$ cat config.mk
export PLATFORM = sky130hd
export DESIGN_NAME = aux_motor_trajectory_sequencer_unit_flat
export DESIGN_NICKNAME = d
export VERILOG_FILES = /design/src/hdl/amts_pkg.sv /design/src/hdl/amts_in_if.sv /design/src/hdl/amts_out_if.sv /design/src/hdl/amts_cfg_if.sv /design/src/hdl/aux_motor_trajectory_sequencer_unit.sv /design/src/flat_wrapper.sv
export SDC_FILE = /design/constraint.sdc
export NUM_CORES = 1
export LEC_CHECK = 0
export ABC_AREA = 1
export ABC_CLOCK_PERIOD_IN_PS = 11600
export BUFFER_PORTS_ARGS = -buffer_cell sky130_fd_sc_hd__buf_4
export CAP_MARGIN = 10
export CORE_MARGIN = 2
export CORE_UTILIZATION = 38
export CTS_CLUSTER_DIAMETER = 80
export DETAILED_ROUTE_END_ITERATION = 12
export PLACE_DENSITY = 0.54
export SETUP_SLACK_MARGIN = 0.5
export SYNTH_ARGS = -nofsm -noshare
export SYNTH_HDL_FRONTEND = slang
export SYNTH_SLANG_ARGS = --single-unit
$ cat constraint.sdc
create_clock -name clk -period 11.6 [get_ports clk]
set_input_delay 0.58 -clock clk [delete_from_list [all_inputs] [get_ports clk]]
set_output_delay 0.58 -clock clk [all_outputs]
set_load 0.02 [all_outputs]
$ cat src/hdl/amts_pkg.sv
// ----------------------------------------------------------------------------
// amts_pkg
// Shared types and constants for the auxiliary motor trajectory sequencer:
// field widths, operation and mode codes, and register reset values.
// ----------------------------------------------------------------------------
package amts_pkg;

	// Field widths.
	localparam int unsigned OpW     = 3;
	localparam int unsigned PosW    = 16;
	localparam int unsigned SpeedW  = 8;
	localparam int unsigned WordW   = 32;
	localparam int unsigned CountW  = 8;
	localparam int unsigned CfgIdxW = 2;
	localparam int unsigned CfgDatW = 16;

	// Operation codes carried by an input item.
	typedef enum logic [OpW-1:0] {
		OP_TICK          = 3'd0,
		OP_START_SPEED   = 3'd1,
		OP_START_GOTO    = 3'd2,
		OP_FIND_ZERO     = 3'd3,
		OP_FIND_ZERO_REV = 3'd4,
		OP_FIND_LIMIT    = 3'd5
	} op_t;

	// Trajectory modes.
	typedef enum logic [2:0] {
		MODE_DONE         = 3'd0,
		MODE_SPEED        = 3'd1,
		MODE_GOTO         = 3'd2,
		MODE_UNBLOCK      = 3'd3,
		MODE_ZERO_NOT     = 3'd4,
		MODE_ZERO_NOT_REV = 3'd5,
		MODE_ZERO         = 3'd6,
		MODE_LIMIT        = 3'd7
	} mode_t;

	// Command kinds.
	typedef enum logic [1:0] {
		CMD_NONE   = 2'd0,
		CMD_SPEED  = 2'd1,
		CMD_TARGET = 2'd2
	} cmd_kind_t;

	// Mode-set requests.
	typedef enum logic [1:0] {
		REQ_NONE       = 2'd0,
		REQ_TRAJ       = 2'd1,
		REQ_TRAJ_BLOCK = 2'd2,
		REQ_OFF        = 2'd3
	} req_t;

	// Configuration register indexes.
	typedef enum logic [CfgIdxW-1:0] {
		REG_HANDLE_BLOCKING  = 2'd0,
		REG_BACKOFF_DISTANCE = 2'd1,
		REG_UNBLOCK_WAIT     = 2'd2,
		REG_ARRIVAL_WINDOW   = 2'd3
	} reg_idx_t;

	// Register reset values.
	localparam logic signed [PosW-1:0] BackoffReset = -16'sd250;
	localparam logic [CountW-1:0]      UnblockReset = 8'd112;
	localparam logic [PosW-1:0]        WindowReset  = 16'd300;

	// Speed reversal, saturating so that the most negative speed becomes the
	// most positive one.
	function automatic logic [SpeedW-1:0] neg_sat(input logic [SpeedW-1:0] v);
		logic [SpeedW-1:0] r;
		if (v == {1'b1, {(SpeedW-1){1'b0}}}) begin
			r = {1'b0, {(SpeedW-1){1'b1}}};
		end else begin
			r = -v;
		end
		return r;
	endfunction

endpackage

$ cat src/hdl/amts_in_if.sv
// ----------------------------------------------------------------------------
// amts_in_if
// Input item channel: an operation with the sensor and controller readings
// that go with it.
// ----------------------------------------------------------------------------
interface amts_in_if;
	import amts_pkg::*;

	logic                     valid;
	logic                     ready;
	logic [OpW-1:0]           op;
	logic [PosW-1:0]          goto_position;
	logic signed [SpeedW-1:0] start_speed;
	logic signed [PosW-1:0]   encoder_diff;
	logic                     zero_seen;
	logic                     blocked;
	logic                     traj_enabled;
	logic                     speed_use_pos;
	logic signed [WordW-1:0]  target_readback;
	logic signed [WordW-1:0]  pos_consign;
	logic signed [WordW-1:0]  pos_current;

	modport source (
		output valid, op, goto_position, start_speed, encoder_diff, zero_seen,
		       blocked, traj_enabled, speed_use_pos, target_readback,
		       pos_consign, pos_current,
		input  ready
	);

	modport sink (
		input  valid, op, goto_position, start_speed, encoder_diff, zero_seen,
		       blocked, traj_enabled, speed_use_pos, target_readback,
		       pos_consign, pos_current,
		output ready
	);

endinterface

$ cat src/hdl/amts_out_if.sv
// ----------------------------------------------------------------------------
// amts_out_if
// Result item channel: mode, position and the commands issued by one step.
// ----------------------------------------------------------------------------
interface amts_out_if;
	import amts_pkg::*;

	logic                    valid;
	logic                    ready;
	logic [2:0]              mode_now;
	logic [PosW-1:0]         aux_position;
	logic [1:0]              cmd_kind;
	logic signed [WordW-1:0] cmd_value;
	logic [1:0]              mode_request;
	logic                    finished;
	logic                    output_off;

	modport source (
		output valid, mode_now, aux_position, cmd_kind, cmd_value, mode_request,
		       finished, output_off,
		input  ready
	);

	modport sink (
		input  valid, mode_now, aux_position, cmd_kind, cmd_value, mode_request,
		       finished, output_off,
		output ready
	);

endinterface

$ cat src/hdl/amts_cfg_if.sv
// ----------------------------------------------------------------------------
// amts_cfg_if
// Configuration write channel: register index and write data.
// ----------------------------------------------------------------------------
interface amts_cfg_if;
	import amts_pkg::*;

	logic               valid;
	logic               ready;
	logic [CfgIdxW-1:0] index;
	logic [CfgDatW-1:0] data;

	modport source (output valid, index, data, input ready);
	modport sink (input valid, index, data, output ready);

endinterface

$ cat src/hdl/aux_motor_trajectory_sequencer_unit.sv
// ----------------------------------------------------------------------------
// aux_motor_trajectory_sequencer_unit
// Trajectory sequencer for one auxiliary motor: position tracking, goto with
// blocking back-off, find zero and find limit.
// ----------------------------------------------------------------------------
// The block takes one item per clock cycle while the result side keeps up.
// The item is captured in an input register, the mode and position update is
// one pass of logic on the held state, and the result is captured in an
// output register. The throughput is set by that state update loop, so items
// may follow each other in every cycle unless the result side stalls; while a
// result waits to be taken, one more item is still accepted into the input
// register. Configuration writes are taken in any cycle.
module aux_motor_trajectory_sequencer_unit (
	input logic clk,
	input logic arst_n,
	amts_in_if.sink    item,
	amts_out_if.source result,
	amts_cfg_if.sink   cfg
);
	import amts_pkg::*;

	// Held copy of an accepted input item.
	typedef struct packed {
		logic [OpW-1:0]    op;
		logic [PosW-1:0]   goto_position;
		logic [SpeedW-1:0] start_speed;
		logic [PosW-1:0]   encoder_diff;
		logic              zero_seen;
		logic              blocked;
		logic              traj_enabled;
		logic              speed_use_pos;
		logic [WordW-1:0]  target_readback;
		logic [WordW-1:0]  pos_consign;
		logic [WordW-1:0]  pos_current;
	} item_t;

	// Configuration registers.
	logic              handle_blocking_q;
	logic [PosW-1:0]   backoff_q;
	logic [CountW-1:0] unblock_wait_q;
	logic [PosW-1:0]   window_q;

	// Input stage.
	logic  valid_s1;
	item_t item_s1;

	// Sequencer state.
	mode_t             mode_q, mode_d;
	logic [PosW-1:0]   pos_q, pos_d;
	logic [WordW-1:0]  target_q, target_d;
	logic [CountW-1:0] ucnt_q, ucnt_d;
	logic [SpeedW-1:0] speed_q, speed_d;

	// Step outputs.
	cmd_kind_t        kind_d;
	logic [WordW-1:0] value_d;
	req_t             req_d;
	logic             fin_d;
	logic             off_d;

	// Output register.
	logic             out_valid_q;
	mode_t            out_mode_q;
	logic [PosW-1:0]  out_pos_q;
	cmd_kind_t        out_kind_q;
	logic [WordW-1:0] out_value_q;
	req_t             out_req_q;
	logic             out_fin_q;
	logic             out_off_q;

	// Shared arithmetic for the step.
	logic              advance;
	logic              step;
	logic [PosW-1:0]   pos_tick;
	logic [CountW-1:0] ucnt_dec;
	logic [WordW-1:0]  arr_diff;
	logic [WordW-1:0]  arr_mag;
	logic              arrived;
	logic [WordW-1:0]  backoff_tgt;
	logic [PosW-1:0]   goto_delta;
	logic [WordW-1:0]  goto_tgt;
	logic [SpeedW-1:0] speed_rev;
	logic              tick_on;

	// Handshake: the result stage moves when it is empty or being drained.
	assign advance    = !out_valid_q || result.ready;
	assign step       = valid_s1 && advance;
	assign item.ready = !valid_s1 || advance;
	assign cfg.ready  = 1'b1;

	// Configuration writes.
	always_ff @(posedge clk or negedge arst_n) begin
		if (!arst_n) begin
			handle_blocking_q <= 1'b0;
			backoff_q         <= BackoffReset;
			unblock_wait_q    <= UnblockReset;
			window_q          <= WindowReset;
		end else if (cfg.valid) begin
			case (cfg.index)
				REG_HANDLE_BLOCKING:  handle_blocking_q <= cfg.data[0];
				REG_BACKOFF_DISTANCE: backoff_q         <= cfg.data;
				REG_UNBLOCK_WAIT:     unblock_wait_q    <= cfg.data[CountW-1:0];
				REG_ARRIVAL_WINDOW:   window_q          <= cfg.data;
				default:              ;
			endcase
		end
	end

	// Input register.
	always_ff @(posedge clk or negedge arst_n) begin
		if (!arst_n) begin
			valid_s1 <= 1'b0;
		end else if (item.ready) begin
			valid_s1 <= item.valid;
		end
	end

	always_ff @(posedge clk) begin
		if (item.ready && item.valid) begin
			item_s1.op              <= item.op;
			item_s1.goto_position   <= item.goto_position;
			item_s1.start_speed     <= item.start_speed;
			item_s1.encoder_diff    <= item.encoder_diff;
			item_s1.zero_seen       <= item.zero_seen;
			item_s1.blocked         <= item.blocked;
			item_s1.traj_enabled    <= item.traj_enabled;
			item_s1.speed_use_pos   <= item.speed_use_pos;
			item_s1.target_readback <= item.target_readback;
			item_s1.pos_consign     <= item.pos_consign;
			item_s1.pos_current     <= item.pos_current;
		end
	end

	// Arithmetic used by the step logic.
	assign pos_tick    = pos_q + item_s1.encoder_diff;
	assign ucnt_dec    = ucnt_q - 1'b1;
	assign arr_diff    = item_s1.target_readback - item_s1.pos_current;
	assign arr_mag     = arr_diff[WordW-1] ? (~arr_diff + 1'b1) : arr_diff;
	assign arrived     = arr_mag < {{(WordW-PosW){1'b0}}, window_q};
	assign backoff_tgt = item_s1.pos_consign
	                   + {{(WordW-PosW){backoff_q[PosW-1]}}, backoff_q};
	assign goto_delta  = item_s1.goto_position - pos_q;
	assign goto_tgt    = item_s1.pos_consign
	                   + {{(WordW-PosW){goto_delta[PosW-1]}}, goto_delta};
	assign speed_rev   = neg_sat(speed_q);
	assign tick_on     = item_s1.traj_enabled;

	// Next mode.
	always_comb begin
		mode_d = mode_q;
		case (item_s1.op)
			OP_TICK: begin
				if (tick_on) begin
					case (mode_q)
						MODE_SPEED: begin
							if (item_s1.speed_use_pos &&
							    item_s1.target_readback == item_s1.pos_consign) begin
								mode_d = MODE_DONE;
							end
						end
						MODE_GOTO: begin
							if (item_s1.blocked) begin
								mode_d = MODE_UNBLOCK;
							end else if (arrived) begin
								mode_d = MODE_DONE;
							end
						end
						MODE_UNBLOCK: begin
							if (ucnt_dec == '0) begin
								mode_d = MODE_GOTO;
							end
						end
						MODE_ZERO_NOT, MODE_ZERO_NOT_REV: begin
							if (item_s1.zero_seen) begin
								mode_d = MODE_ZERO;
							end
						end
						MODE_ZERO: begin
							if (!item_s1.zero_seen) begin
								mode_d = MODE_DONE;
							end
						end
						MODE_LIMIT: begin
							if (item_s1.blocked) begin
								mode_d = MODE_DONE;
							end
						end
						default: ;
					endcase
				end
			end
			OP_START_SPEED:   mode_d = MODE_SPEED;
			OP_START_GOTO:    mode_d = MODE_GOTO;
			OP_FIND_ZERO:     mode_d = MODE_ZERO_NOT;
			OP_FIND_ZERO_REV: mode_d = MODE_ZERO_NOT_REV;
			OP_FIND_LIMIT:    mode_d = MODE_LIMIT;
			default:          ;
		endcase
	end

	// Data state and step outputs.
	always_comb begin
		pos_d    = pos_q;
		target_d = target_q;
		ucnt_d   = ucnt_q;
		speed_d  = speed_q;
		kind_d   = CMD_NONE;
		value_d  = '0;
		req_d    = REQ_NONE;
		fin_d    = 1'b0;
		off_d    = 1'b0;
		case (item_s1.op)
			OP_TICK: begin
				pos_d = pos_tick;
				if (tick_on) begin
					case (mode_q)
						MODE_SPEED: begin
							if (item_s1.speed_use_pos &&
							    item_s1.target_readback == item_s1.pos_consign) begin
								fin_d = 1'b1;
							end
						end
						MODE_GOTO: begin
							if (item_s1.blocked) begin
								kind_d  = CMD_TARGET;
								value_d = backoff_tgt;
								ucnt_d  = unblock_wait_q;
							end else if (arrived) begin
								fin_d = 1'b1;
							end
						end
						MODE_UNBLOCK: begin
							ucnt_d = ucnt_dec;
							if (ucnt_dec == '0) begin
								kind_d  = CMD_TARGET;
								value_d = target_q;
							end
						end
						MODE_ZERO_NOT_REV: begin
							if (item_s1.zero_seen) begin
								speed_d = speed_rev;
								kind_d  = CMD_SPEED;
								value_d = {{(WordW-SpeedW){speed_rev[SpeedW-1]}}, speed_rev};
							end
						end
						MODE_ZERO: begin
							if (!item_s1.zero_seen) begin
								speed_d = '0;
								kind_d  = CMD_SPEED;
								fin_d   = 1'b1;
								pos_d   = '0;
							end
						end
						MODE_LIMIT: begin
							if (item_s1.blocked) begin
								req_d = REQ_OFF;
								fin_d = 1'b1;
								off_d = 1'b1;
								pos_d = '0;
							end
						end
						default: ;
					endcase
				end
			end
			OP_START_SPEED: begin
				req_d = REQ_TRAJ;
			end
			OP_START_GOTO: begin
				target_d = goto_tgt;
				kind_d   = CMD_TARGET;
				value_d  = goto_tgt;
				req_d    = handle_blocking_q ? REQ_TRAJ_BLOCK : REQ_TRAJ;
			end
			OP_FIND_ZERO, OP_FIND_ZERO_REV, OP_FIND_LIMIT: begin
				speed_d = item_s1.start_speed;
				kind_d  = CMD_SPEED;
				value_d = {{(WordW-SpeedW){item_s1.start_speed[SpeedW-1]}},
				           item_s1.start_speed};
				req_d   = (item_s1.op == OP_FIND_LIMIT) ? REQ_TRAJ_BLOCK : REQ_TRAJ;
			end
			default: ;
		endcase
	end

	// Sequencer state registers.
	always_ff @(posedge clk or negedge arst_n) begin
		if (!arst_n) begin
			mode_q   <= MODE_DONE;
			pos_q    <= '0;
			target_q <= '0;
			ucnt_q   <= '0;
			speed_q  <= '0;
		end else if (step) begin
			mode_q   <= mode_d;
			pos_q    <= pos_d;
			target_q <= target_d;
			ucnt_q   <= ucnt_d;
			speed_q  <= speed_d;
		end
	end

	// Output register.
	always_ff @(posedge clk or negedge arst_n) begin
		if (!arst_n) begin
			out_valid_q <= 1'b0;
		end else if (advance) begin
			out_valid_q <= valid_s1;
		end
	end

	always_ff @(posedge clk) begin
		if (step) begin
			out_mode_q  <= mode_d;
			out_pos_q   <= pos_d;
			out_kind_q  <= kind_d;
			out_value_q <= value_d;
			out_req_q   <= req_d;
			out_fin_q   <= fin_d;
			out_off_q   <= off_d;
		end
	end

	assign result.valid        = out_valid_q;
	assign result.mode_now     = out_mode_q;
	assign result.aux_position = out_pos_q;
	assign result.cmd_kind     = out_kind_q;
	assign result.cmd_value    = out_value_q;
	assign result.mode_request = out_req_q;
	assign result.finished     = out_fin_q;
	assign result.output_off   = out_off_q;

`ifndef SYNTHESIS
	// A finished step always leaves the sequencer in the done mode.
	a_fin_done: assert property (@(posedge clk) disable iff (!arst_n)
		out_valid_q && out_fin_q |-> out_mode_q == MODE_DONE)
		else $error("finished result with a mode other than done");

	// Forcing the output off only happens at the limit, with all modes off.
	a_off_limit: assert property (@(posedge clk) disable iff (!arst_n)
		out_valid_q && out_off_q |-> out_req_q == REQ_OFF && out_pos_q == '0)
		else $error("output off without mode-off request and position reset");

	// The state only moves when an item passes into the result register.
	a_state_hold: assert property (@(posedge clk) disable iff (!arst_n)
		!step |=> $stable(mode_q) && $stable(pos_q) && $stable(ucnt_q))
		else $error("sequencer state changed without a step");
`endif

endmodule

$ cat src/flat_wrapper.sv
// flat-port wrapper written by rule: the top's interface ports become plain ports
module aux_motor_trajectory_sequencer_unit_flat import amts_pkg::*;
  (clk, arst_n, item_valid, item_op, item_goto_position, item_start_speed, item_encoder_diff, item_zero_seen, item_blocked, item_traj_enabled, item_speed_use_pos, item_target_readback, item_pos_consign, item_pos_current, item_ready, result_valid, result_mode_now, result_aux_position, result_cmd_kind, result_cmd_value, result_mode_request, result_finished, result_output_off, result_ready, cfg_valid, cfg_index, cfg_data, cfg_ready);
  amts_in_if item_i ();
  amts_out_if result_i ();
  amts_cfg_if cfg_i ();
  input logic clk;
  input logic arst_n;
  input wire logic [$bits(item_i.valid)-1:0] item_valid;
  input wire logic [$bits(item_i.op)-1:0] item_op;
  input wire logic [$bits(item_i.goto_position)-1:0] item_goto_position;
  input wire logic [$bits(item_i.start_speed)-1:0] item_start_speed;
  input wire logic [$bits(item_i.encoder_diff)-1:0] item_encoder_diff;
  input wire logic [$bits(item_i.zero_seen)-1:0] item_zero_seen;
  input wire logic [$bits(item_i.blocked)-1:0] item_blocked;
  input wire logic [$bits(item_i.traj_enabled)-1:0] item_traj_enabled;
  input wire logic [$bits(item_i.speed_use_pos)-1:0] item_speed_use_pos;
  input wire logic [$bits(item_i.target_readback)-1:0] item_target_readback;
  input wire logic [$bits(item_i.pos_consign)-1:0] item_pos_consign;
  input wire logic [$bits(item_i.pos_current)-1:0] item_pos_current;
  output wire logic [$bits(item_i.ready)-1:0] item_ready;
  output wire logic [$bits(result_i.valid)-1:0] result_valid;
  output wire logic [$bits(result_i.mode_now)-1:0] result_mode_now;
  output wire logic [$bits(result_i.aux_position)-1:0] result_aux_position;
  output wire logic [$bits(result_i.cmd_kind)-1:0] result_cmd_kind;
  output wire logic [$bits(result_i.cmd_value)-1:0] result_cmd_value;
  output wire logic [$bits(result_i.mode_request)-1:0] result_mode_request;
  output wire logic [$bits(result_i.finished)-1:0] result_finished;
  output wire logic [$bits(result_i.output_off)-1:0] result_output_off;
  input wire logic [$bits(result_i.ready)-1:0] result_ready;
  input wire logic [$bits(cfg_i.valid)-1:0] cfg_valid;
  input wire logic [$bits(cfg_i.index)-1:0] cfg_index;
  input wire logic [$bits(cfg_i.data)-1:0] cfg_data;
  output wire logic [$bits(cfg_i.ready)-1:0] cfg_ready;
  assign item_i.valid = item_valid;
  assign item_i.op = item_op;
  assign item_i.goto_position = item_goto_position;
  assign item_i.start_speed = item_start_speed;
  assign item_i.encoder_diff = item_encoder_diff;
  assign item_i.zero_seen = item_zero_seen;
  assign item_i.blocked = item_blocked;
  assign item_i.traj_enabled = item_traj_enabled;
  assign item_i.speed_use_pos = item_speed_use_pos;
  assign item_i.target_readback = item_target_readback;
  assign item_i.pos_consign = item_pos_consign;
  assign item_i.pos_current = item_pos_current;
  assign item_ready = item_i.ready;
  assign result_valid = result_i.valid;
  assign result_mode_now = result_i.mode_now;
  assign result_aux_position = result_i.aux_position;
  assign result_cmd_kind = result_i.cmd_kind;
  assign result_cmd_value = result_i.cmd_value;
  assign result_mode_request = result_i.mode_request;
  assign result_finished = result_i.finished;
  assign result_output_off = result_i.output_off;
  assign result_i.ready = result_ready;
  assign cfg_i.valid = cfg_valid;
  assign cfg_i.index = cfg_index;
  assign cfg_i.data = cfg_data;
  assign cfg_ready = cfg_i.ready;
  aux_motor_trajectory_sequencer_unit u_core (.clk(clk), .arst_n(arst_n), .item(item_i), .result(result_i), .cfg(cfg_i));
endmodule
# After elaboration in Yosys (flattened, before gate mapping)
# Cells that the tools add are included.
[totals]
inputBits = 166
output_inout_bits = 60
ff_bits = 310
[op_classes]
n_bitwise = 1
n_mux = 49
add_sub_neg = 8
n_eq_ne = 22
order_cmp = 1
n_reduce_logical = 23
[ops]
columns = ["op", "count"]
rows = [
  ["32-bit one-hot mux with 3 select lines", 2],
  ["32-bit 2-to-1 mux", 5],
  ["32-bit adder", 2],
  ["16-bit 2-to-1 mux", 4],
  ["8-bit one-hot mux with 2 select lines", 3],
  ["8-bit 2-to-1 mux", 5],
  ["3-bit one-hot mux with 6 select lines", 2],
  ["32-bit by 1-bit adder with 32-bit output (second input constant)", 1],
  ["32-bit == test", 1],
  ["32-bit by 16-bit less-than comparator with 1-bit output", 1],
  ["32-bit inverter", 1],
  ["16-bit one-hot mux with 2 select lines", 1],
  ["32-bit subtractor", 1],
  ["3-bit 2-to-1 mux", 8],
  ["3-bit == test (second input constant)", 6],
  ["16-bit adder", 1],
  ["2-bit 2-to-1 mux", 8],
  ["2-bit one-hot mux with 4 select lines", 2],
  ["16-bit subtractor", 1],
  ["3-bit by 2-bit == test with 1-bit output (second input constant)", 4],
  ["2-bit AND reduction", 6],
  ["8-bit == test (second input constant)", 1],
  ["8-bit logical NOT", 1],
  ["8-bit negator", 1],
  ["other kinds (21)", 36],
]

# Logic depth before layout (Yosys ltp)
# Gate-level depths: netlist (run 1).
[depth]
ltp_word = 10
ltp_mapped = 40
ltp_nobuf = 39

# Worst setup path before layout (run 1)
# No wires, ideal clock.
[synth_timing]
path_kind = "register to register"
startpoint = "reg u_core.pos_q[1]"
endpoint = "reg u_core.out_value_q[28] (netlist: u_core.result.cmd_value[28]), data pin"
path_buffers = 0
required_time_ns = 11.324
slack_ns = 7.330
synth_period_minus_slack_ns = 4.270
setup_time_ns = 0.276
stages_incl_launch_ff = 28
arrival_time_ns = 3.994
path_cell_list = "dfrtp_1 -> inv_1 -> ha_1 -> nand3_1 -> and2_1 -> inv_1 -> a21oi_1 -> nor2_1 -> nor2_1 -> o21ai_0 -> nand2_1 -> nand2_1 -> a21oi_1 -> o21ai_0 -> xnor2_1 -> inv_1 -> ha_1 -> a21oi_1 -> a21boi_0 -> o21ai_0 -> a21boi_0 -> o21ai_1 -> nand3_1 -> nand2_1 -> a21boi_1 -> o21ai_0 -> xor2_1 -> o211ai_1"
[synth_via]
elab_chain_cells = 3
[synth_rtl]
columns = ["element", "line_no", "text"]
rows = [
  ["start, declared", "aux_motor_trajectory_sequencer_unit.sv:49", "logic [PosW-1:0] pos_q, pos_d;"],
  ["start signal, assigned", "aux_motor_trajectory_sequencer_unit.sv:296", "pos_q <= pos_d;"],
  ["16-bit subtractor", "aux_motor_trajectory_sequencer_unit.sv:142", "assign goto_delta = item_s1.goto_position - pos_q;"],
  ["32-bit adder", "aux_motor_trajectory_sequencer_unit.sv:144", "+ {{(WordW-PosW){goto_delta[PosW-1]}}, goto_delta};"],
  ["32-bit one-hot mux with 3 select lines", "aux_motor_trajectory_sequencer_unit.sv:212", "case (item_s1.op)"],
  ["via u_core.value_d[28]", "aux_motor_trajectory_sequencer_unit.sv:56", "logic [WordW-1:0] value_d;"],
  ["end signal, assigned", "aux_motor_trajectory_sequencer_unit.sv:317", "out_value_q <= value_d;"],
  ["end, declared", "aux_motor_trajectory_sequencer_unit.sv:66", "logic [WordW-1:0] out_value_q;"],
]
# The timed path passes the listed nets, and every way through them passes these cells.
# A chain may end at the register's enable or synchronous reset.

# Worst setup path after layout (run 1)
[layout_timing]
startpoint = "reg u_core.item_s1[66] in the netlist's numbering"
endpoint = "reg u_core.out_mode_q[1] (netlist: u_core.result.mode_now[1]), data pin"
[layout_via]
elab_chain_cells = 10
[layout_rtl]
columns = ["element", "line_no", "text"]
rows = [
  ["start, declared", "aux_motor_trajectory_sequencer_unit.sv:45", "item_t item_s1;"],
  ["32-bit subtractor", "aux_motor_trajectory_sequencer_unit.sv:137", "assign arr_diff = item_s1.target_readback - item_s1.pos_current;"],
  ["32-bit inverter", "aux_motor_trajectory_sequencer_unit.sv:138", "assign arr_mag = arr_diff[WordW-1] ? (~arr_diff + 1'b1) : arr_diff;"],
  ["32-bit by 1-bit adder with 32-bit output", "aux_motor_trajectory_sequencer_unit.sv:138", ""],
  ["32-bit 2-to-1 mux", "aux_motor_trajectory_sequencer_unit.sv:138", ""],
  ["32-bit by 16-bit less-than comparator with 1-bit output", "aux_motor_trajectory_sequencer_unit.sv:139", "assign arrived = arr_mag < {{(WordW-PosW){1'b0}}, window_q};"],
  ["3-bit 2-to-1 mux", "aux_motor_trajectory_sequencer_unit.sv:164", "end else if (arrived) begin"],
  ["3-bit 2-to-1 mux", "aux_motor_trajectory_sequencer_unit.sv:162", "if (item_s1.blocked) begin"],
  ["3-bit one-hot mux with 6 select lines *", "aux_motor_trajectory_sequencer_unit.sv:154", "case (mode_q)"],
  ["3-bit 2-to-1 mux *", "aux_motor_trajectory_sequencer_unit.sv:153", "if (tick_on) begin"],
  ["3-bit one-hot mux with 6 select lines *", "aux_motor_trajectory_sequencer_unit.sv:151", "case (item_s1.op)"],
  ["via u_core.mode_d[1]", "aux_motor_trajectory_sequencer_unit.sv:48", "mode_t mode_q, mode_d;"],
  ["end signal, assigned", "aux_motor_trajectory_sequencer_unit.sv:314", "out_mode_q <= mode_d;"],
  ["end, declared", "aux_motor_trajectory_sequencer_unit.sv:63", "mode_t out_mode_q;"],
]
# Mark *: on every way through the listed nets, which the timed path passes. The rest lies on a longest branch.

==> results.md, run 1 <==
Outcome:
- The run finished with clean final reports.

STA:
- The transition time at the pin with the least slew margin is 1.13 ns.
- The number of endpoints with negative hold slack in the final report came to 0.
- For the final database, setup skew stands at 0.0346 ns.
- In the finished design, the share of the clock period the worst path needs comes to 0.450.
- The maximum clock frequency is 192 MHz.
- The sum of negative setup slack is 0 ns.
- The relative slew slack is 0.245.
- The number of endpoints failing setup at the final stage is 0.
- Setup repair after global routing left no endpoint under its margin.
- The worst path needs 5.22 ns of the cycle, external delays included.
- The final number of max-transition violations came to 0.

Layout:
- The library cell used most frequently in the layout, excluding fill and tap cells, is sky130_fd_sc_hd__nand2_1.
- Counting the fill cells in the layout gives 5347.
- The layout-stage area growth over the synthesis result is 18.3%.
- The fraction of final layout cells with drive strength greater than 1 is 0.138.
- At the end of the flow the core is filled with cells to 0.454.
- The final layout contains 3121 nets.
- 0 antenna diodes ended up in the layout.
- The top cell types in the final layout, fill and taps aside, are 676 x sky130_fd_sc_hd__nand2_1, 378 x sky130_fd_sc_hd__inv_1, 233 x sky130_fd_sc_hd__buf_4.

Drt:
- The total wire length after detailed routing is 64400 microns.
- Across all layers, the routed design uses 18100 vias.
- The detailed router's first-iteration violation count is 1368.
- The number of iterations in the first detailed-routing pass is 8.
- In the routed layout, each cell is associated on average with a via count of 5.12.
- In the final routed layout, each cell accounts on average for 18.2 microns.
- The number of antenna-violating nets in the routed design is 0.
- The number of remaining DRC errors is 0.

Setup path:
- The largest stage delay on the critical path is 0.46 ns.
- Data on the critical path arrives at its endpoint at 5.52 ns.
- STA classifies the critical path startpoint as a flip-flop.
- STA classifies the critical path endpoint as a flip-flop.
- The cell that appears most often on the critical path is sky130_fd_sc_hd__nand2_1.
- The worst setup path category is reg2reg.
- STA puts the critical path data required time at 11.90 ns.
- In this run the worst path has a maximum fanout of 33.
- The cell with the largest stage delay on the worst path is sky130_fd_sc_hd__ha_1.

Synthesis:
- In this run, synthesis produced a sequential element count of 310.
- In this run, distinct cell masters in the synthesized netlist total 56.
- The commonest register cell after synthesis is sky130_fd_sc_hd__edfxtp_1.
- After synthesis, the share of flip-flops with an asynchronous set or reset is 0.355.
- Averaged over all synthesized cells, the footprint is 7.98 sq um.
- After synthesis the cells add up to 20600 sq um.
- The portion of the post-synthesis area used by sequential elements is 0.427.
- The warning count from the yosys run is 0.
- After technology mapping, the gate count stands at 2578.
- The count of flip-flops with a built-in enable after synthesis is 200.
- The post-synthesis net count is 2891.

Die:
- For this design the top-level I/O count stands at 226.
- The floorplan step set the die width to 237 microns.
- The full die area is 56000 sq um.
- In this run the core area contains 85 standard-cell rows.
- The floorplan step defined a core boundary enclosing 53700 sq um.
- The floorplan step set the die height to 237 microns.
- The initial core utilization is 0.383.

Global route:
- The all-layer global routing usage is 0.229.
- The number of global-route vias before repair is 17700.
- The number of antenna violations at the first check in global routing came to 2.
- The total global routing overflow is 0.
- The pin count of the biggest net entering global routing is 82.
- The first global-routing pass estimated 99200 microns of wire.

Hold path:
- The path type of the worst min-delay path is in2async.

CTS:
- The clock latency of the later-clocked register in the worst-skew pair is 0.56 ns.
- The post-CTS resize count is 0.
- Clock tree synthesis inserted a total of 39 buffers.
- Once the clock tree was built, the setup fixing pass inserted 0 buffers.
- In this run the deepest clock path goes through 3 buffers.
- The number of H-tree levels is 2.
- The clock drives 310 sinks.
- The master cell of the clock root buffer is sky130_fd_sc_hd__clkbuf_16.
- After clock tree synthesis, the flow added hold-fix buffers numbering 0.
- Clock-pin slew was measured on the worst setup and hold paths at 0.06 ns.
- The TritonCTS clock tree is built.

Pwr:
- The leakage power is 11.6 nW.
- The worst-case IR drop observed on VDD is 109 uV.
- Power spread over the standard cell area amounts to 220 nW/um^2.

Run:
- The max capacitance violation total is 0.

Placement:
- At the end of routability-driven placement, the weighted congestion stood at 0.936.
- Detailed placement finished with a half-perimeter wire length of 51400 microns.
- The number of buffers added on ports is 224.
kinds of logic after synthesis:
family / share of synthesized area
AOI/OAI and AO/OA: 0.135
xor gates and xnor gates: 0.0421
adders and majority gates: 0.0912
buffers and inverters: 0.0819
DFF: 0.427
other: 0.000182
and+or+nand+nor: 0.223
synth_stat cells, types with 5 or more instances:
master | count | area (sq um)
sky130_fd_sc_hd__nand3_2 | 10 | 100
sky130_fd_sc_hd__a31oi_1 | 16 | 100
sky130_fd_sc_hd__o21a_1 | 7 | 52.6
sky130_fd_sc_hd__nand2_1 | 676 | 2540
sky130_fd_sc_hd__inv_1 | 381 | 1430
sky130_fd_sc_hd__nor3_1 | 25 | 125
sky130_fd_sc_hd__o21ai_0 | 192 | 961
sky130_fd_sc_hd__a21o_1 | 5 | 37.5
sky130_fd_sc_hd__o211ai_1 | 35 | 263
sky130_fd_sc_hd__dfrtp_1 | 93 | 2330
sky130_fd_sc_hd__dfstp_2 | 17 | 447
sky130_fd_sc_hd__fa_1 | 5 | 100
sky130_fd_sc_hd__edfxtp_1 | 200 | 6010
sky130_fd_sc_hd__nor2_2 | 8 | 50.1
sky130_fd_sc_hd__inv_2 | 15 | 56.3
sky130_fd_sc_hd__clkbuf_1 | 37 | 139
sky130_fd_sc_hd__o21ai_1 | 10 | 50.1
sky130_fd_sc_hd__nand3b_1 | 12 | 90.1
sky130_fd_sc_hd__o21bai_1 | 7 | 52.6
sky130_fd_sc_hd__or2_2 | 12 | 75.1
sky130_fd_sc_hd__nor2_1 | 156 | 586
sky130_fd_sc_hd__xor2_1 | 62 | 543
sky130_fd_sc_hd__nand2_2 | 21 | 131
sky130_fd_sc_hd__o22ai_1 | 15 | 93.8
sky130_fd_sc_hd__nand3_1 | 113 | 566
sky130_fd_sc_hd__a21oi_1 | 170 | 851
sky130_fd_sc_hd__ha_1 | 142 | 1780
sky130_fd_sc_hd__xnor2_1 | 37 | 324
sky130_fd_sc_hd__a21boi_0 | 9 | 67.6
sky130_fd_sc_hd__nor4_1 | 11 | 68.8
sky130_fd_sc_hd__o221ai_1 | 8 | 70.1
sky130_fd_sc_hd__nand4_1 | 30 | 188
worst max-delay path: cells and delay by family (launching register included):
| family | cells | cell delay (ns) |
|---|---|---|
| flops | 1 | 0.40 |
| buf+inv | 3 | 0.36 |
| xor+xnor | 1 | 0.15 |
| simple gates | 22 | 2.61 |
| compound gates | 6 | 0.66 |
| fa+ha+maj | 2 | 0.77 |
layer usage:
| layer | vias to the layer above | global-route usage | wire length [microns] |
|---|---|---|---|
| met5 | - | 0 | 12 |
| met4 | 2 | 0.0704 | 1710 |
| met3 | 94 | 0.0345 | 3290 |
| met2 | 461 | 0.380 | 29800 |
| met1 | 8497 | 0.309 | 29500 |
| li1 | 9052 | - | - |
registers in the layout (all words and copies together), names as in the netlist, 8 cells and up:
| register | count |
|---|---|
| u_core.item_s1 | 142 |
| u_core.result.cmd_value | 32 |
| u_core.target_q | 32 |
| u_core.backoff_q | 16 |
| u_core.pos_q | 16 |
| u_core.result.aux_position | 16 |
| u_core.window_q | 16 |
| u_core.speed_q | 8 |
| u_core.ucnt_q | 8 |
| u_core.unblock_wait_q | 8 |
final cells by class:
type / instances / area (sq um) / area share
clock inverter: 20 / 196 / 0.00806
inverter: 399 / 1500 / 0.0617
tap: 696 / 871 / 0.0357
multi-input combinational: 1824 / 10100 / 0.416
timing repair buffer: 234 / 1760 / 0.0723
clock buffer: 51 / 1100 / 0.0453
sequential: 310 / 8780 / 0.360
final timing paths:
| check | startpoint | endpoint | slack [ns] | cells after the start |
|---|---|---|---|---|
| hold / removal | arst_n | u_core.valid_s1 | 0.05 | 1 |
| setup / recovery | u_core.item_s1[66] | u_core.result.mode_now[1] | 6.38 | 34 |
| hold reg to reg | u_core.target_q[2] | u_core.target_q[2] | 0.48 | 2 |
| setup reg to reg | u_core.item_s1[66] | u_core.result.mode_now[1] | 6.38 | 34 |
| min in group clk | item_target_readback[26] | u_core.item_s1[90] | 0.18 | 1 |
| max in group asynchronous | arst_n | u_core.ucnt_q[2] | 10.21 | 2 |
where the power goes:
part | internal [W] | total (W) | leakage (nW) | switching (W)
Sequential | 0.00144 | 0.00158 | 3.28 | 0.000145
Clock | 0.000741 | 0.00123 | 0.641 | 0.000494
Combinational | 0.000909 | 0.00253 | 7.64 | 0.00162
Total | 0.00309 | 0.00535 | 11.6 | 0.00226
stage by stage:
| step | instance area (sq um) | total power, W | cells | hold WS, ns | worst slack [ns] |
|---|---|---|---|---|---|
| floorplan | 20600 | 0.00339 | 2578 | 0.284 | 7.33 |
| global placement | 23000 | 0.00408 | 3462 | 0.456 | 6.59 |
| detailed placement | 23000 | 0.00412 | 3462 | 0.460 | 6.44 |
| CTS | 24300 | 0.00538 | 3533 | 0.0538 | 6.41 |
| global route | 24400 | 0.00577 | 3534 | 0.0906 | 5.83 |
| finish | 24400 | 0.00535 | 3534 | 0.0549 | 6.38 |
(Power assumes the default switching activity.)
==> run 2, diff against run 1 <==
--- a/config.mk
+++ b/config.mk
@@ -6,7 +6,7 @@
 export NUM_CORES = 1
 export LEC_CHECK = 0
 export ABC_AREA = 1
-export ABC_CLOCK_PERIOD_IN_PS = 11600
+export ABC_CLOCK_PERIOD_IN_PS = 4970
 export BUFFER_PORTS_ARGS = -buffer_cell sky130_fd_sc_hd__buf_4
 export CAP_MARGIN = 10
 export CORE_MARGIN = 2
==> constraint.sdc (replaced) <==
create_clock -name clk -period 4.97 [get_ports clk]
set_input_delay 0.2485 -clock clk [delete_from_list [all_inputs] [get_ports clk]]
set_output_delay 0.2485 -clock clk [all_outputs]
set_load 0.02 [all_outputs]
==> results.md, run 2 (synthesis gave the netlist of run 1 again) <==
Placement:
- The post-detailed-placement half-perimeter wirelength is 51800 microns.
- The routability congestion estimate from global placement is 0.906.
- OpenSTA, run right after detailed placement, puts the worst setup slack at 0.0125 ns.
- Port buffering added 224 buffers.

Setup path:
- The cell with the largest stage delay on the worst path is sky130_fd_sc_hd__fa_2.
- On the critical path the largest part of the delay comes from simple AND/OR/NAND/NOR gates.
- The capturing element type of the critical path is a flip-flop.
- The launching element type of the critical path is a flip-flop.
- STA puts the critical path data required time at 5.27 ns.
- The worst setup path category is reg2reg.
- The most common cell type on the critical path is sky130_fd_sc_hd__inv_2.
- The largest stage delay on the critical path is 0.43 ns.
- In this run the register-to-register setup slack is 0.58 ns.
- The buffer and inverter count on the worst path is 8.
- In this run the worst path has a maximum fanout of 3.
- STA puts the critical path data arrival time at 4.69 ns.

Layout:
- The count of nets after finishing is 3354.
- The multi-input combinational cells in the finished layout cover a total of 10900 sq um.
- The fraction of final layout cells with drive strength greater than 1 is 0.196.
- Relative to the synthesized area, the layout overhead comes to 32.1%.
- Ranked by flip-flop count, first place goes to u_core.item_s1.
- The area used by sequential logic in the layout is 8780 sq um.
- The register with the most flip-flops in the layout has 142 of them.
- Leaving out fill and tap cells, the most frequent cells in the layout are 651 x sky130_fd_sc_hd__nand2_1, 367 x sky130_fd_sc_hd__inv_1, 313 x sky130_fd_sc_hd__buf_4.
- The filler cell count is 5127.
- Leaving out fill and tap cells, the most frequent cell in the layout is sky130_fd_sc_hd__nand2_1.

Drt:
- For this block, the initial DRC count from the detailed router was 1139.
- For this block, the via count after detailed routing is 19000.
- After detailed routing, the number of vias per cell comes to 5.05.
- The average wire per standard cell is 17.9 microns.
- The detail route stage leaves a number of antenna-violating nets equal to 0.
- After detailed routing, the number of remaining DRC violations is 0.
- The pre-antenna-repair detailed-routing pass consisted of 5 iterations.
- The total wire length after detailed routing is 67500 microns.

STA:
- The final number of max-transition violations came to 0.
- The routed design could run at a clock period as short as 4.39 ns.
- The number of endpoints with negative hold slack in the final report is 0.
- The tightest hold path in the finished design has a slack of 0.0209 ns.
- The relative slew slack is 0.255.
- Across all setup checks in the final design, the least slack found is 0.583 ns.
- For this run, the top clock speed supported by timing is 228 MHz.
- Setup violations remaining at the end of the flow were counted as 0.
- The transition time at the pin with the least slew margin is 1.11 ns.
- Setup repair after global routing could not meet its margin everywhere.
- For the final database, setup skew stands at 0.0207 ns.
- Dividing the final minimum period by the clock period gives 0.883.
- Adding up every negative setup slack in the final design gives 0 ns.

CTS:
- The clock passes through at most 3 buffers.
- The tree is rooted in a sky130_fd_sc_hd__clkbuf_16.
- The number of H-tree levels is 2.
- The clock latency of the later-clocked register in the worst-skew pair is 0.56 ns.
- The tree built by TritonCTS fans out to 310 sinks.
- Clock tree synthesis inserted a total of 38 buffers.
- TritonCTS built the clock tree.
- After clock tree synthesis, the clock-pin slew on the worst setup and hold paths is 0.06 ns.

Pwr:
- Summed over all cells, the static leakage comes to 12.7 nW.
- IR analysis of the VDD net gives a maximum drop of 269 uV.
- The power share of the clock group is 0.204.
- The power dissipated by switching net loads is 0.00566 W.
- The part of the power in registers is 0.275.
- The internal power contribution is 0.00777 W.
- After layout, the design draws a total of 0.0134 W.
- The proportion of power drawn by combinational gates is 0.521.
- Of the total power, the share spent switching nets is 0.421.
- The power density of the placed cells is 494 nW/um^2.

Die:
- The full die area is 56000 sq um.
- The initial core utilization is 0.383.
- The die is 237 microns tall.
- The die is 237 microns wide.
- The region available for standard cell placement spans 53700 sq um.
- In this run the core area contains 85 standard-cell rows.
- The number of top-level pins is 226.

Run:
- The max capacitance violation total is 0.

Global route:
- Entering global routing, the biggest net connects 66 pins.
- The number of antenna violations at the first check in global routing is 3.
- The number of global-route vias before repair is 18800.
- The first global-routing pass estimated 103000 microns of wire.
- The total global routing overflow is 0.
- The all-layer global routing usage is 0.237.

Outcome:
- The run finished with clean final reports.

Hold path:
- The path type of the worst min-delay path is in2reg.
-- run 2: layer usage --
| metal | wire, microns | share of wire | track usage | vias to the layer above |
|---|---|---|---|---|
| met5 | 24 | 0.00036 | 0 | - |
| met4 | 1890 | 0.028 | 0.0752 | 4 |
| met3 | 3200 | 0.047 | 0.0360 | 98 |
| met2 | 32100 | 0.48 | 0.406 | 462 |
| met1 | 30200 | 0.45 | 0.308 | 8950 |
| li1 | - | - | - | 9516 |
-- run 2: final timing paths --
kind / start / end / depth (start not counted)
max in group asynchronous: arst_n / u_core.backoff_q[5] / 3
max reg2reg: u_core.item_s1[64] / u_core.result.mode_now[1] / 33
min in group asynchronous: arst_n / u_core.mode_q[2] / 2
min reg2reg: u_core.target_q[2] / u_core.target_q[2] / 2
min: cfg_data[2] / u_core.backoff_q[2] / 3
max: u_core.item_s1[64] / u_core.result.mode_now[1] / 33
-- run 2: stage by stage --
stage / std cells / area [sq um] / utilization
2_1_floorplan: 2578 / 20600 / -
3_3_place_gp: 3512 / 23400 / 0.436
3_5_place_dp: 3512 / 23400 / 0.436
4_1_cts: 3743 / 26300 / 0.490
5_1_grt: 3766 / 27200 / 0.506
6_report: 3767 / 27200 / 0.506
-- run 2: timing repair --
item                                    in CTS  in global routing
pin swaps                                   21                 74
endpoints found under the hold margin      200                  0
hold buffers                               152                  0
endpoints found under the setup margin      26                 32
setup buffers                               10                 23
gates resized for setup                     33                151
-- run 2: power groups by stage --
stage                     registers, W  clock network [W]  logic [W]
after global routing           0.00375            0.00292    0.00780
final                          0.00369            0.00274    0.00699
after floorplan                0.00376                  0    0.00415
after detailed placement       0.00373                  0    0.00599
after global placement         0.00372                  0    0.00595
after CTS                      0.00368            0.00282    0.00633
-- run 2: cell type report --
type                            count  share of cell area
Antenna cell                        1           0.0000921
Clock buffer                       56              0.0401
Clock inverter                     13             0.00474
Inverter                          399              0.0555
Multi-Input combinational cell   1824               0.401
Sequential cell                   310               0.323
Tap cell                          696              0.0320
Timing Repair Buffer              468               0.144
-- run 2: worst reg2reg max path: cells and delay by family (launching register included) --
family | cells | cell delay, ns
compound gates | 4 | 0.68
xor+xnor | 1 | 0.15
buf+inv | 8 | 0.61
simple gates | 16 | 1.31
fa+ha+maj | 4 | 0.96
flops | 1 | 0.39
==> run 3, diff against run 2 <==
--- a/config.mk
+++ b/config.mk
@@ -13,6 +13,7 @@
 export CORE_UTILIZATION = 38
 export CTS_CLUSTER_DIAMETER = 80
 export DETAILED_ROUTE_END_ITERATION = 12
+export HOLD_SLACK_MARGIN = 0.05
 export PLACE_DENSITY = 0.54
 export SETUP_SLACK_MARGIN = 0.5
 export SYNTH_ARGS = -nofsm -noshare
==> results.md, run 3 (synthesis gave the netlist of run 1 again) <==
Setup path:
- The most numerous cell type found on the critical path is sky130_fd_sc_hd__inv_2.
- On the worst path, the slowest cell contributes a delay of 0.43 ns.
- The worst register-to-register path ends at u_core.result.mode_now[1].
- The cell with the largest stage delay on the worst path is sky130_fd_sc_hd__fa_2.
- Data arrives at the worst endpoint at 4.67 ns.
- The worst register-to-register path begins at u_core.item_s1[64].
- The count of cells along the worst register-to-register path is 33.
- The capturing element type of the critical path is a flip-flop.
- The worst reg-to-reg setup slack is 0.60 ns.
- The setup path with the least slack is of type reg2reg.
- Grouping stages by cell kind, the critical path spends the most delay in simple AND/OR/NAND/NOR gates.
- Counting both buffers and inverters, the worst setup path holds a total of 8.
- The launching element type of the critical path is a flip-flop.
- Of all nets on the critical path, the largest fanout is 3.
- The required time at the worst-slack endpoint is 5.27 ns.

Global route:
- Entering global routing, the biggest net connects 66 pins.
- The met1 routing resource usage after global routing is 0.308.
- After global routing the overflow that remains totals 0.
- The number of antenna violations at the first check in global routing came to 3.
- The wire length of the first global-routing pass is 103000 microns.
- met2 is the most crowded layer.
- The number of global-route vias before repair is 18900.
- The met3 routing resource usage after global routing is 0.0360.
- Across every metal layer, demand over resource in global routing totals 0.237.
- The met2 global-route usage is 0.407.

STA:
- Of the available clock period, the critical path in the final layout requires 0.879.
- Setup violations remaining at the end of the flow were counted as 0.
- The maximum clock frequency is 229 MHz.
- Adding up every negative setup slack in the final design gives 0 ns.
- The setup slack after layout is 0.602 ns.
- The final clock skew is 0.0254 ns.
- The final critical-path required period is 4.37 ns.
- Setup repair after global routing could not meet its margin everywhere.
- At the pin with the least slew margin, the transition time is 1.11 ns.
- The relative slew slack is 0.260.
- The number of endpoints with negative hold slack in the final report is 0.
- The final number of max-transition violations is 0.

Die:
- The initial core utilization is 0.383.
- Pin placement for this block handled 226 I/O pins.
- The area of the core is 53700 sq um.
- Row generation in the floorplan step produced 85 rows.
- From left edge to right edge, the die measures 237 microns.
- The full die area is 56000 sq um.
- In this run the vertical extent of the chip is 237 microns.

Layout:
- The library cells used most frequently in the layout, excluding fill and tap cells, are 651 x sky130_fd_sc_hd__nand2_1, 367 x sky130_fd_sc_hd__inv_1, 313 x sky130_fd_sc_hd__buf_4.
- The fraction of final layout cells with drive strength greater than 1 is 0.196.
- The net count of the finished layout is 3361.
- The flip-flop count of the largest register after layout is 142.
- The filler cell count is 5111.
- The most flop-heavy register is u_core.item_s1.
- Leaving out fill and tap cells, the most frequent cell in the layout is sky130_fd_sc_hd__nand2_1.
- Compared with the post-synthesis result, the final layout area differs by 32.4%.

Drt:
- In this run the remaining antenna-violating nets after routing total 0.
- The final layout contains routed wiring with a total length of 67500 microns.
- The total via count in the routed design is 19000.
- The number of iterations in the first detailed-routing pass is 8.
- The first routing iteration left 1108 violations.
- For this run, design rule violations remaining after detail routing come to 0.
- The average wire per standard cell is 17.9 microns.
- The routed via count divided by cell count is 5.04.

Placement:
- The number of buffers added on ports is 224.
- At the end of routability-driven placement, the weighted congestion stood at 0.906.
- The setup slack after placement is 0.0125 ns.
- Detailed placement finished with a half-perimeter wire length of 51800 microns.

Hold path:
- The worst hold path cell count is 3.
- The critical hold path startpoint is cfg_data[0].
- The worst hold path terminates at u_core.window_q[0].
- In this run the worst hold path is classified as in2reg.

CTS:
- CTS built an H-tree with a depth of 2.
- The clock transition at the registers of the reported paths is 0.06 ns.
- For the worst-skew pair, the clock arrives at the later sink with an insertion delay of 0.56 ns.
- The TritonCTS clock tree is built.
- The master cell of the clock root buffer is sky130_fd_sc_hd__clkbuf_16.
- The clock buffer count from CTS is 38.
- The maximum buffer depth of the clock tree is 3.
- The clock drives 310 sinks.

Pwr:
- The worst-case vdd ir drop is 269 uV.
- Summed over all cells, the static leakage comes to 12.7 nW.
- Power spread over the standard cell area amounts to 493 nW/um^2.

Run:
- Max-cap violations in this run came to 0.

Outcome:
- The run finished with clean final reports.
-- run 3: cell count changes in the layout (fill, tap and decap cells not counted) --
cell / before / now
sky130_fd_sc_hd__dlygate4sd3_1: 152 / 159
-- run 3: metrics by stage --
step	utilization	power, W	instances	hold slack [ns]	cell area (sq um)
floorplan	-	0.00791	2578	-0.0471	20600
global placement	0.436	0.00967	3512	0.327	23400
detailed placement	0.436	0.00971	3512	0.322	23400
CTS	0.492	0.0128	3750	0.0544	26400
global route	0.507	0.0145	3773	0.0693	27200
finish	0.507	0.0134	3774	0.0777	27300
-- run 3: final cells by class --
cell class,count,area [sq um],share of cell area
multi-input combinational,1824,10900,0.400
antenna,1,2.50,0.0000918
tap,696,871,0.0320
clock buffer,56,1090,0.0400
inverter,399,1510,0.0554
sequential,310,8780,0.322
clock inverter,13,129,0.00473
timing repair buffer,475,3980,0.146
-- run 3: metal layers --
| metal | wire length, microns | share of wire |
|---|---|---|
| met3 | 3270 | 0.048 |
| met1 | 30200 | 0.45 |
| met2 | 32200 | 0.48 |
| met5 | 22 | 0.00033 |
| met4 | 1870 | 0.028 |
-- run 3: worst max-delay path by stage --
| stage | startpoint | end | slack (ns) | depth (start not counted) |
|---|---|---|---|---|
| floorplan | u_core.pos_q[1] | u_core.result.cmd_value[28] | 0.70 | 27 |
| global placement | u_core.item_s1[124] | u_core.result.cmd_value[29] | 0.004 | 30 |
| detailed placement | u_core.item_s1[124] | u_core.result.cmd_value[29] | 0.01 | 30 |
| CTS | u_core.item_s1[124] | u_core.result.cmd_value[27] | 0.43 | 31 |
| global route | u_core.item_s1[64] | u_core.result.mode_now[1] | 0.27 | 33 |
| finish | u_core.item_s1[64] | u_core.result.mode_now[1] | 0.60 | 33 |
-- run 3: worst reg2reg max path: cells and delay by family, from the launching register on --
family                     cells  cell delay, ns
buffers and inverters          8            0.61
DFF                            1            0.39
xor gates and xnor gates       1            0.15
and+or+nand+nor               16            1.32
AOI/OAI and AO/OA              4            0.68
adders and majority gates      4            0.96
-- run 3: what timing repair did --
item                       4_1_cts  5_1_grt
hold endpoints to repair       218        0
hold buffers                   159        0
setup buffers                   10       23
resized for setup               33      151
pin swaps                       21       74
setup endpoints to repair       26       32
-- run 3: power breakdown --
| group | switching [W] | internal, W |
|---|---|---|
| logic | 0.00421 | 0.00279 |
| clock network | 0.00112 | 0.00163 |
| registers | 0.000334 | 0.00335 |
